### src/rtl/core/video_frame_reassembler_unit_macros.svh
// assertion macros for the frame reassembler
`ifndef VIDEO_FRAME_REASSEMBLER_UNIT_MACROS_SVH
`define VIDEO_FRAME_REASSEMBLER_UNIT_MACROS_SVH

// same-cycle implication, checked out of reset
`define VFR_ASSERT_NOW(label, clk, rst_n, ante, cons) \
    label: assert property (@(posedge clk) disable iff (!rst_n) (ante) |-> (cons)) \
        else $error("vfr assertion failed");

// next-cycle implication, checked out of reset
`define VFR_ASSERT_NEXT(label, clk, rst_n, ante, cons) \
    label: assert property (@(posedge clk) disable iff (!rst_n) (ante) |=> (cons)) \
        else $error("vfr assertion failed");

`endif

### src/rtl/core/vfr_pkg.sv
// shared types and constants for the frame reassembler
`default_nettype none

package vfr_pkg;

    typedef enum logic [1:0] {
        OP_ARM     = 2'd0,
        OP_HEADER  = 2'd1,
        OP_PAYLOAD = 2'd2,
        OP_READ    = 2'd3
    } t_opcode;

    typedef enum logic [1:0] {
        EV_NONE     = 2'd0,
        EV_READY    = 2'd1,
        EV_OVERFLOW = 2'd2,
        EV_READ     = 2'd3
    } t_event;

    localparam logic [16:0] MIN_FRAME_LEN = 17'd7;

    typedef struct packed {
        logic [1:0]  opcode;
        logic [7:0]  frame_tag;
        logic [7:0]  packet_seq;
        logic        end_of_frame;
        logic [15:0] payload_length;
        logic [7:0]  payload_byte;
        logic [16:0] capacity;
        logic [15:0] read_address;
    } t_in_item;

    typedef struct packed {
        logic [1:0]  event_res;
        logic [16:0] frame_length;
        logic [7:0]  read_data;
    } t_out_item;

    typedef struct packed {
        logic        en;
        logic [16:0] addr;
        logic [7:0]  data;
    } t_wr_req;

    typedef struct packed {
        t_event      ev;
        logic [16:0] frame_length;
        t_wr_req     wr;
    } t_ctrl_res;

endpackage

`default_nettype wire

### src/rtl/core/vfr_ctrl.sv
// capture control: frame/packet tracking, byte placement and frame check
`default_nettype none

module vfr_ctrl #(
    parameter int STORE_DEPTH = 65536
) (
    input  wire                 i_clk,
    input  wire                 i_rst_n,
    input  wire                 i_fire,
    input  vfr_pkg::t_in_item   i_item,
    output vfr_pkg::t_ctrl_res  o_res
);

    typedef enum logic [1:0] {
        FILL_DONE = 2'd0,
        FILL_COPY = 2'd1,
        FILL_FULL = 2'd2
    } t_fill;

    logic        r_armed,   n_armed;
    logic [16:0] r_usable,  n_usable;
    logic        r_tag_none, n_tag_none;
    logic [7:0]  r_tag,     n_tag;
    logic [8:0]  r_pkts,    n_pkts;
    logic [16:0] r_bytes,   n_bytes;
    t_fill       r_fill,    n_fill;
    logic [15:0] r_left,    n_left;
    logic        r_open,    n_open;
    logic        r_closes,  n_closes;
    logic [15:0] r_head,    n_head;
    logic [55:0] r_tail,    n_tail;

    logic [16:0] room;
    logic        new_frame;
    vfr_pkg::t_ctrl_res res;

    // soi at the start, eoi seven bytes from the end, little-endian length trailer
    function automatic logic frame_good(input logic [16:0] len, input logic [15:0] head,
                                        input logic [55:0] tail);
        logic [31:0] stated;
        stated = {tail[7:0], tail[15:8], tail[23:16], tail[31:24]};
        return (len >= vfr_pkg::MIN_FRAME_LEN) && (head == 16'hFFD8) &&
               (tail[55:48] == 8'hFF) && (tail[47:40] == 8'hD9) &&
               (stated == 32'(len) - 32'd5);
    endfunction

    assign new_frame = (r_tag_none || (i_item.frame_tag != r_tag)) &&
                       (i_item.packet_seq == 8'd1);

    always_comb begin
        n_armed    = r_armed;
        n_usable   = r_usable;
        n_tag_none = r_tag_none;
        n_tag      = r_tag;
        n_pkts     = r_pkts;
        n_bytes    = r_bytes;
        n_fill     = r_fill;
        n_left     = r_left;
        n_open     = r_open;
        n_closes   = r_closes;
        n_head     = r_head;
        n_tail     = r_tail;
        room       = '0;
        res        = '0;
        res.ev     = vfr_pkg::EV_NONE;

        unique case (vfr_pkg::t_opcode'(i_item.opcode))
            vfr_pkg::OP_ARM: begin
                if (!r_armed && (i_item.capacity != 17'd0)) begin
                    n_armed  = 1'b1;
                    n_usable = (32'(i_item.capacity) > 32'(STORE_DEPTH)) ?
                               17'(STORE_DEPTH) : i_item.capacity;
                end
            end
            vfr_pkg::OP_HEADER: begin
                if (r_armed) begin
                    n_open = 1'b0;
                    n_left = '0;
                    if (new_frame) begin
                        n_tag_none = 1'b0;
                        n_tag      = i_item.frame_tag;
                        n_bytes    = '0;
                        n_pkts     = '0;
                        n_fill     = FILL_COPY;
                        n_head     = '0;
                        n_tail     = '0;
                    end
                    if (!n_tag_none && (i_item.frame_tag == n_tag) &&
                        ({1'b0, n_pkts} + 10'd1 == {2'b00, i_item.packet_seq}) &&
                        (n_fill == FILL_COPY)) begin
                        room = (r_usable > n_bytes) ? r_usable - n_bytes : '0;
                        if ({1'b0, i_item.payload_length} <= room) begin
                            n_pkts   = n_pkts + 9'd1;
                            n_closes = i_item.end_of_frame;
                            n_left   = i_item.payload_length;
                            if (i_item.payload_length != 16'd0) begin
                                n_open = 1'b1;
                            end else if (i_item.end_of_frame &&
                                         frame_good(n_bytes, n_head, n_tail)) begin
                                n_fill           = FILL_DONE;
                                n_armed          = 1'b0;
                                n_open           = 1'b0;
                                res.ev           = vfr_pkg::EV_READY;
                                res.frame_length = n_bytes;
                            end
                        end else begin
                            n_fill = FILL_FULL;
                            res.ev = vfr_pkg::EV_OVERFLOW;
                        end
                    end
                end
            end
            vfr_pkg::OP_PAYLOAD: begin
                if (r_armed && r_open && (r_fill == FILL_COPY)) begin
                    res.wr.en   = i_fire;
                    res.wr.addr = r_bytes;
                    res.wr.data = i_item.payload_byte;
                    if (r_bytes == 17'd0) begin
                        n_head = {i_item.payload_byte, 8'h00};
                    end else if (r_bytes == 17'd1) begin
                        n_head = {r_head[15:8], i_item.payload_byte};
                    end
                    n_tail  = {r_tail[47:0], i_item.payload_byte};
                    n_bytes = r_bytes + 17'd1;
                    n_left  = r_left - 16'd1;
                    if (n_left == 16'd0) begin
                        n_open = 1'b0;
                        if (r_closes && frame_good(n_bytes, n_head, n_tail)) begin
                            n_fill           = FILL_DONE;
                            n_armed          = 1'b0;
                            res.ev           = vfr_pkg::EV_READY;
                            res.frame_length = n_bytes;
                        end
                    end
                end
            end
            vfr_pkg::OP_READ: begin
                res.ev = vfr_pkg::EV_READ;
            end
            default: begin
                res.ev = vfr_pkg::EV_NONE;
            end
        endcase
    end

    always_ff @(posedge i_clk) begin
        if (!i_rst_n) begin
            r_armed    <= 1'b0;
            r_usable   <= '0;
            r_tag_none <= 1'b1;
            r_tag      <= '0;
            r_pkts     <= '0;
            r_bytes    <= '0;
            r_fill     <= FILL_DONE;
            r_left     <= '0;
            r_open     <= 1'b0;
            r_closes   <= 1'b0;
            r_head     <= '0;
            r_tail     <= '0;
        end else if (i_fire) begin
            r_armed    <= n_armed;
            r_usable   <= n_usable;
            r_tag_none <= n_tag_none;
            r_tag      <= n_tag;
            r_pkts     <= n_pkts;
            r_bytes    <= n_bytes;
            r_fill     <= n_fill;
            r_left     <= n_left;
            r_open     <= n_open;
            r_closes   <= n_closes;
            r_head     <= n_head;
            r_tail     <= n_tail;
        end
    end

    assign o_res = res;

endmodule

`default_nettype wire

### config.mk
export PLATFORM = sky130hd
export DESIGN_NAME = vfr_ctrl
export DESIGN_NICKNAME = d
export VERILOG_FILES = /design/src/rtl/core/video_frame_reassembler_unit_macros.svh /design/src/rtl/core/vfr_pkg.sv /design/src/rtl/core/vfr_ctrl.sv
export SDC_FILE = /design/constraint.sdc
export NUM_CORES = 1
export LEC_CHECK = 0
export BUFFER_PORTS_ARGS = -buffer_cell sky130_fd_sc_hd__buf_2
export CORE_MARGIN = 2
export CORE_UTILIZATION = 65
export CTS_BUF_LIST = sky130_fd_sc_hd__clkbuf_16
export DETAILED_ROUTE_END_ITERATION = 16
export PLACE_DENSITY = 0.87
export REMOVE_ABC_BUFFERS = 1
export SLEW_MARGIN = 10
export SYNTH_ARGS = -nofsm -noshare
export SYNTH_HDL_FRONTEND = slang
export SYNTH_SLANG_ARGS = --single-unit
### constraint.sdc
create_clock -name i_clk -period 14.1 [get_ports i_clk]
set_clock_uncertainty 0.1 [all_clocks]
set_input_delay 2.82 -clock i_clk [delete_from_list [all_inputs] [get_ports i_clk]]
set_output_delay 2.82 -clock i_clk [all_outputs]
set_load 0.03 [all_outputs]
==> results.md, run 1 <==
Synthesis:
- Among all flip-flop cells after synthesis, the most frequent one is dfxtp_1.
- The register area share after synthesis is approximately a quarter.
- In this run, synthesis produced a sequential element count of around 150.
- The share of flip-flops with an asynchronous set or reset after synthesis is 0%.
- The unique cell type count in the Yosys netlist is between 90 and 100.
- The synthesized instance count is approximately 1.4k.
- In this run the mean area of a mapped cell was slightly below 8 um2.
- During synthesis, Yosys emitted a total of 0 warnings.
- The cell area that synthesis handed to floorplanning was ~0.011 mm2.
- The synthesized design contains 0 enable-type register cells.

Worst setup path:
- The number of cells on the worst reg-to-reg path is 24.
- On the worst path, the slowest cell contributes a delay of approximately 0.57 ns.
- The slowest cell on the critical path is nand3_1.
- In this run the worst path has a maximum fanout of 33.
- The cell type group with the largest total delay on the critical path is simple AND/OR/NAND/NOR gates.
- Counting both buffers and inverters, the worst setup path holds a total of 3.
- The critical path is of the input pin to output port type.
- The slack of the worst reg-to-reg path is ~7.2 ns.
- STA puts the critical path data arrival time at around 9.8 ns.
- The worst setup path is launched from an input pin.
- The cell depth of the worst setup path is 26.
- The cell repeated most along the worst path is nand2_1.
- STA puts the critical path data required time at around 11 ns.
- STA classifies the critical path endpoint as an output port.

STA:
- Counting I/O delays and the setup requirement, the final critical path takes roughly 13 ns.
- The final count of pins violating max slew is 0.
- Across all hold checks on the routed design, the worst slack comes to between 0.3 and 0.4 ns.
- The transition time at the pin with the least slew margin is approximately 1.2 ns.
- Measured against its own limit, the worst slew margin works out to 20.56%.
- The final worst-path cycle share is 90.27%.
- Setup repair after global routing left no endpoint under its margin.
- Adding up every negative setup slack in the final design gives 0 ns.
- The highest clock frequency the design can meet is slightly below 80 MHz.
- The count of endpoints failing setup in the final report is 0.
- The final hold violation count is 0.

Clock tree:
- At the later pin of the worst-skew pair, clock insertion delay measures approximately 0.44 ns.
- The cell sitting at the root of the clock tree is a clkbuf_16.
- The count of hold buffers inserted by post-cts repair is 0.
- The clock-pin slew on the worst setup and hold paths is about 0.070 ns.
- The number of buffers inserted by post-CTS setup repair is 0.
- The clock tree from TritonCTS is yes.
- The H-tree depth is 4.
- The total clock buffers created by CTS is 17.
- The CTS sink count is 145.
- The number of buffers on the longest clock path is 2.
- After clock tree synthesis, the repair step resized 0 gates.

Cells and area:
- Fill cells in the final layout number approximately 1.4k.
- The net total in the final layout is between 1.5k and 2k.
- The sequential standard cell area is a little under 0.003 mm2.
- Relative to the synthesized area, the layout overhead comes to 10.36%.
- 0 antenna diodes ended up in the layout.
- Cells fill a little over 70% of the core in the end.
- In the layout the commonest cells are nand2_1, dfxtp_1, buf_2.
- In the final layout, the multi-input gates occupy around 0.0078 mm2.
- Cells with a size suffix above 1 make up 13.58% of the layout.
- The library cell used most frequently in the layout, excluding fill and tap cells, is nand2_1.

GRT:
- The number of global-route vias before repair is around 11k.
- The aggregate global routing overflow is 0.
- Global routing used 39.26% of the available tracks.
- The largest net degree at the start of global routing is approximately 130.
- The first global-routing pass estimated between 50,000 and 60,000 um of wire.
- The initial antenna violation count is 0.

Power and ir drop:
- The leakage component of the power is 4.686 nW.
- The worst-case IR drop observed on VDD is about 79 uV.
- The power density relative to cell area is around 80 mW/mm2.

Hold path:
- Counting instances, the worst hold path has a depth of 2.
- The kind of path behind the tightest hold check is register to register.

Floorplanning:
- For this configuration, the core starts out at a cell density of about two thirds.
- The area inside the core boundary is around 0.017 mm2.
- The die extent in y is between 100 and 150 um.
- The floorplan die area is around 0.018 mm2.
- The die span in x is roughly 140 um.
- The number of rows created at floorplan is 48.
- around 120 I/O pins were placed.

Run status:
- The run finished with clean final reports.

Route:
- The total via count in the routed design is 11.87k.
- After detailed routing, the average wire length per cell comes to around 21 um.
- The total wire length after detailed routing is 36,440 um.
- In the routed layout, each cell is associated on average with a via count of 6.844.
- The number of DRC violations after detailed-routing iteration 0 is between 1k and 1.5k.
- The first-pass iteration count of the detailed router is 8.
- The remaining number of nets flagged by the antenna check after routing is 0.
- The number of DRC violations after detailed routing is 0.

Job:
- Max-cap violations in this run came to 0.

Placement:
- The half-perimeter wire length after detailed placement is 25,820 um.
- The count of input and output buffers is between 100 and 150.
- The congestion estimate from routability-driven global placement came to a little over 1.
path summary, 6_finish.rpt:
kind,from,to
worst max-delay path,i_item[66],o_res[31]
worst min-delay path,r_pkts[8],r_pkts[8]
worst max register to register,r_tag[0],r_left[13]
worst min register to register,r_pkts[8],r_pkts[8]
tightest hold or removal path, delay by kind of cell, from the launching register on:
family / cells / cell delay (ns)
flops: 1 / 0.32
simple gates: 2 / 0.10
metrics by stage:
step	worst slack [ns]	cell area, um2	total power (W)	instances
6_report	1.372	12420	0.0009687	1735
5_1_grt	1.129	12420	0.0009971	1735
4_1_cts	1.698	12420	0.0009651	1735
3_5_place_dp	1.734	11850	0.0005289	1703
3_3_place_gp	1.894	11850	0.0005262	1703
2_1_floorplan	2.535	10820	0.0004900	1345
routing by layer:
metal  GRT usage [%]  share of wire (%)  vias up
li1                -                  -     5448
met1           53.80                 41     5575
met2           60.80                 44      717
met3           6.996                 10      134
met4           16.61                4.2        0
met5               0                  0        -
cells by family (layout without fill, tap and decap cells):
kind of cell | Yosys count | after routing | synth area share (%)
XOR/XNOR | 87 | 87 | 7.594
flip-flops | 145 | 145 | 25.79
multiplexers | 9 | 9 | 0.8450
AO/OA/AOI/OAI | 401 | 401 | 24.65
adder cells (fa/ha/maj) | 50 | 50 | 5.626
buffers and inverters | 136 | 203 | 5.081
AND/OR/NAND/NOR | 615 | 615 | 30.41
synth_stat cells (11+ instances only):
cell / n / share of area (%)
ha_1: 49 / 5.4
nor2_1: 65 / 2.2
and2_1: 16 / 0.89
xor2_1: 34 / 2.6
xnor2_1: 46 / 3.6
nand2_1: 155 / 5.2
or3_1: 11 / 0.61
a21o_1: 11 / 0.73
inv_1: 37 / 1.2
nor3_1: 36 / 1.6
a22oi_1: 69 / 4.6
a21oi_1: 60 / 2.7
dfxtp_1: 145 / 26
and3_1: 37 / 2.1
a31oi_1: 22 / 1.2
o21ai_0: 68 / 3.0
clkbuf_1: 66 / 2.2
nand4_1: 35 / 1.9
nor4_1: 41 / 2.3
nand2b_1: 12 / 0.67
nor2b_1: 82 / 4.6
nand3_1: 52 / 2.3
buf_2: 14 / 0.62
a21boi_0: 47 / 3.1
report_power, final:
part / internal [W] / switching [W] / total, W / leakage, nW
clock network: 0.000234 / 0.000211 / 0.000445 / 0.278
logic: 0.0000434 / 0.0000649 / 0.000108 / 3.24
registers: 0.000412 / 0.00000329 / 0.000415 / 1.17
cell type report:
type                            instances  share of cell area (%)
Timing Repair Buffer                  133                   5.904
Clock inverter                         15                   1.159
Multi-Input combinational cell       1162                   62.72
Sequential cell                       145                   23.37
Tap cell                              225                   2.267
Clock buffer                           17                   3.425
Inverter                               38                   1.149
registers in the layout, summed over array words and instances, names as in the netlist:
name / cells
r_head: 16
r_tail: 56
r_left: 16
r_fill: 2
r_usable: 17
r_tag: 8
r_pkts: 9
r_tag_none: 1
r_open: 1
r_closes: 1
r_armed: 1
r_bytes: 17
(Power assumes the default switching activity.)
==> run 2: changes to the inputs <==
--- a/config.mk
+++ b/config.mk
@@ -7,10 +7,10 @@
 export LEC_CHECK = 0
 export BUFFER_PORTS_ARGS = -buffer_cell sky130_fd_sc_hd__buf_2
 export CORE_MARGIN = 2
-export CORE_UTILIZATION = 65
-export CTS_BUF_LIST = sky130_fd_sc_hd__clkbuf_16
+export CORE_UTILIZATION = 62
+export CTS_BUF_LIST = sky130_fd_sc_hd__clkbuf_8
 export DETAILED_ROUTE_END_ITERATION = 16
-export PLACE_DENSITY = 0.87
+export PLACE_DENSITY = 0.84
 export REMOVE_ABC_BUFFERS = 1
 export SLEW_MARGIN = 10
 export SYNTH_ARGS = -nofsm -noshare
==> constraint.sdc (replaced) <==
create_clock -name i_clk -period 14.3 [get_ports i_clk]
set_clock_uncertainty 0.1 [all_clocks]
set_input_delay 2.86 -clock i_clk [delete_from_list [all_inputs] [get_ports i_clk]]
set_output_delay 2.86 -clock i_clk [all_outputs]
set_load 0.03 [all_outputs]
==> run 2 against run 1 <==
Global-route usage is 3.3 points lower; die area up 4.7%; sequential share of layout area up 0.32 points; cell count increased by 0.12%; wire length fell by 2.2%; count of clock-buffer cells in the layout grew 1; critical path type unchanged; via count decreased by 1.1%; largest power group is now registers; clock power shrank 21%; hold slack lost 0.0090 ns; final area shrank 1.4%; non-clock buffer count down 3.
==> results.md, run 2 (synthesis gave the netlist of run 1 again) <==
Worst setup path:
- The type of element launching the critical path is an input pin (unchanged).
- The slack of the worst reg-to-reg path was 7.50 ns (was 7.18 ns).
- The data required time at the worst endpoint is 11.34 ns (was 11.18 ns).
- The termination of the worst setup path is o_res[31] (unchanged).
- The classification of the worst setup path is input pin to output port (unchanged).
- The worst flop-to-flop path startpoint is r_tag[0] (unchanged).
- The worst setup path startpoint is i_item[66] (unchanged).
- The type of element capturing the critical path is an output port (unchanged).
- The path depth of the worst reg2reg path is 24 (unchanged).
- The maximum fanout encountered on the critical timing path came to 36 (was 33).
- The end of the worst register-to-register path is r_left[4] (was r_left[13]).
- The arrival time at the worst endpoint is 9.60 ns (was 9.81 ns).

Floorplanning:
- The floorplan die area came to 0.01924 mm2 (was 0.01838 mm2).
- The number of rows created at floorplan is 49 (was 48).
- The initial core utilization is 62.86% (was 65.75%).
- The area inside the core boundary is 0.01790 mm2 (was 0.01712 mm2).
- The die span in x is 138.7 um (was 135.6 um).
- The die extent in y is 138.7 um (was 135.6 um).
- The I/O pin count was 124 (unchanged).

Placement:
- The final RePlAce weighted congestion came to 1.015 (was 1.009).
- The cell count after placement is 1,704 (was 1,703).
- The half-perimeter wire length after detailed placement is 25,120 um (was 25,820 um).
- The count of input and output buffers was 107 (unchanged).

GRT:
- The aggregate global routing overflow is 0 (unchanged).
- The number of global-route vias before repair came to 10.52k (was 10.85k).
- The global-route wire length before repair is 56,410 um (was 57,290 um).
- The total global-route track usage is 35.98% (was 39.26%).
- The largest net degree at the start of global routing is 80 (was 128).
- The initial antenna violation count is 0 (unchanged).

Run status:
- Status: complete, no violations (unchanged).

Power and ir drop:
- The cell internal power dissipation was 0.0006143 W (was 0.0006893 W).
- The clock share of power is 40.7% (was 46.0%).
- The relative contribution of combinational cells to total power is 12.2% (was 11.2%).
- The switching power is 0.0002539 W (was 0.0002794 W).
- The maximum vdd drop is 51.00 uV (was 79.42 uV).
- The leakage component of the power is 4.600 nW (was 4.686 nW).
- The share of power burned in registers is 47.1% (was 42.8%).
- The net switching share of the total power is 29.24% (was 28.84%).
- The power density relative to cell area came to 70.87 mW/mm2 (was 78.00 mW/mm2).

Hold path:
- The kind of path behind the tightest hold check was register to register (unchanged).

Clock tree:
- The clock latency on the worst-skew pair is 0.48 ns (was 0.44 ns).
- The total clock buffers created by CTS is 17 (unchanged).
- The clock-pin slew on the worst setup and hold paths is 0.09 ns (was 0.07 ns).
- The H-tree depth was 4 (unchanged).
- The CTS sink count is 145 (unchanged).
- The number of buffers inserted by post-CTS setup repair is 0 (unchanged).
- The count of hold buffers inserted by post-cts repair was 0 (unchanged).
- The post-cts sizing count is 0 (unchanged).
- The clock tree from TritonCTS is yes (unchanged).
- The clock root buffer master is clkbuf_8 (was clkbuf_16).
- The number of buffers on the longest clock path is 2 (unchanged).

Route:
- The total wire length after detailed routing is 35,640 um (was 36,440 um).
- The via density per instance was 6.761 (was 6.844).
- The first-pass iteration count of the detailed router is 6 (was 8).
- The remaining number of nets flagged by the antenna check after routing is 0 (unchanged).
- The wire length per cell after detailed routing is 20.52 um (was 21.00 um).
- The total via count in the routed design is 11.74k (was 11.87k).
- The number of DRC violations after detailed routing is 0 (unchanged).
- The number of DRC violations after detailed-routing iteration 0 is 1,459 (was 1,495).

Cells and area:
- Most used cells in the layout excluding fill and tap cells: nand2_1, dfxtp_1, buf_2 (unchanged).
- The net total in the final layout is 1,623 (was 1,626).
- The most frequent standard cell in the layout excluding fill and tap cells is nand2_1 (unchanged).
- The number of flip-flops in the largest register is 56 (unchanged).
- The area added between synthesis and finish is 8.850% (was 10.36%).
- Registers with the highest flip-flop counts: r_tail: 56 flops, r_bytes: 17 flops, r_usable: 17 flops (unchanged).
- The register bank with the most flops is r_tail (unchanged).
- The final cell count without fillers is 1,737 (was 1,735).
- The ratio of cells with drive above 1 in the final layout is 13.47% (was 13.58%).

STA:
- The final count of pins violating max slew is 0 (unchanged).
- The headroom to the max-slew limit came to 24.79% (was 20.56%).
- The summed negative setup slack over all endpoints is 0 ns (unchanged).
- The final hold violation count came to 0 (unchanged).
- The highest clock frequency the design can meet is approximately 80 MHz.
- The transition time at the pin with the least slew margin is 1.120 ns (was 1.183 ns).
- The clock period minus worst slack is roughly 13 ns.
- The count of endpoints failing setup in the final report is 0 (unchanged).
- RSZ-0062 raised after global routing: false (unchanged).
- The final critical path takes up between 80% and 90% of the cycle.

Job:
- The total of max-cap violations is 0 (unchanged).
[run 2: worst max-delay path, cell delays in order]
cell	delay, ns
buf_2	0.11
xor2_1	0.14
nor4_1	0.43
a31o_2	0.30
buf_4	0.41
nand2_1	0.11
ha_1	0.35
a21oi_1	0.21
o21ai_0	0.14
a2111oi_2	0.49
nor2_1	0.10
nand2_1	0.11
nand2_1	0.06
a21oi_1	0.18
xnor2_1	0.14
nand2_1	0.11
ha_1	0.33
nand4_1	0.12
or2_2	0.33
nor3_1	0.24
a41oi_1	0.17
o311a_1	0.31
nor4_2	0.50
nand3_1	0.51
o21ai_0	0.53
buf_2	0.28
[run 2: power by group through the flow]
stage	sequential (W)	combinational [W]	clock, W
floorplan	0.000417	0.0000657	0
global placement	0.000418	0.000100	0
detailed placement	0.000418	0.000102	0
CTS	0.000409	0.000103	0.000356
global route	0.000410	0.000115	0.000372
finish	0.000409	0.000106	0.000353
[run 2: layer usage]
layer | track usage (%) | up-vias | share of wire [%]
li1 | - | 5451 | -
met1 | 50.90 | 5420 | 42
met2 | 53.26 | 737 | 43
met3 | 7.873 | 136 | 11
met4 | 14.89 | 0 | 4.0
met5 | 0 | - | 0
[run 2: worst min-delay path by stage]
| stage | endpoint | startpoint | cells after the start |
|---|---|---|---|
| 2_1_floorplan | r_pkts[8] | r_pkts[8] | 2 |
| 3_3_place_gp | r_pkts[8] | r_pkts[8] | 2 |
| 3_5_place_dp | r_pkts[8] | r_pkts[8] | 2 |
| 4_1_cts | r_pkts[8] | r_pkts[8] | 2 |
| 5_1_grt | r_pkts[8] | r_pkts[8] | 2 |
| 6_report | r_pkts[8] | r_pkts[8] | 2 |
[run 2: metrics by stage]
step	utilization (%)	total power (W)	area, um2	hold WS [ns]	setup slack (ns)
floorplan	-	0.0004831	10820	0.3277	2.655
global placement	66.10	0.0005184	11830	0.3345	2.099
detailed placement	66.10	0.0005205	11830	0.3378	1.938
CTS	68.41	0.0008675	12250	0.3506	1.934
global route	68.41	0.0008974	12250	0.3836	1.359
finish	68.42	0.0008681	12250	0.3480	1.739
[run 2: final cells by class]
type                            count  area (um2)
Multi-Input combinational cell   1162        7790
Fill cell                        1481        5653
Inverter                           38       142.6
Clock inverter                     14       166.4
Timing Repair Buffer              130       710.7
Clock buffer                       18       247.7
Tap cell                          229       286.5
Antenna cell                        1       2.502
Sequential cell                   145        2903
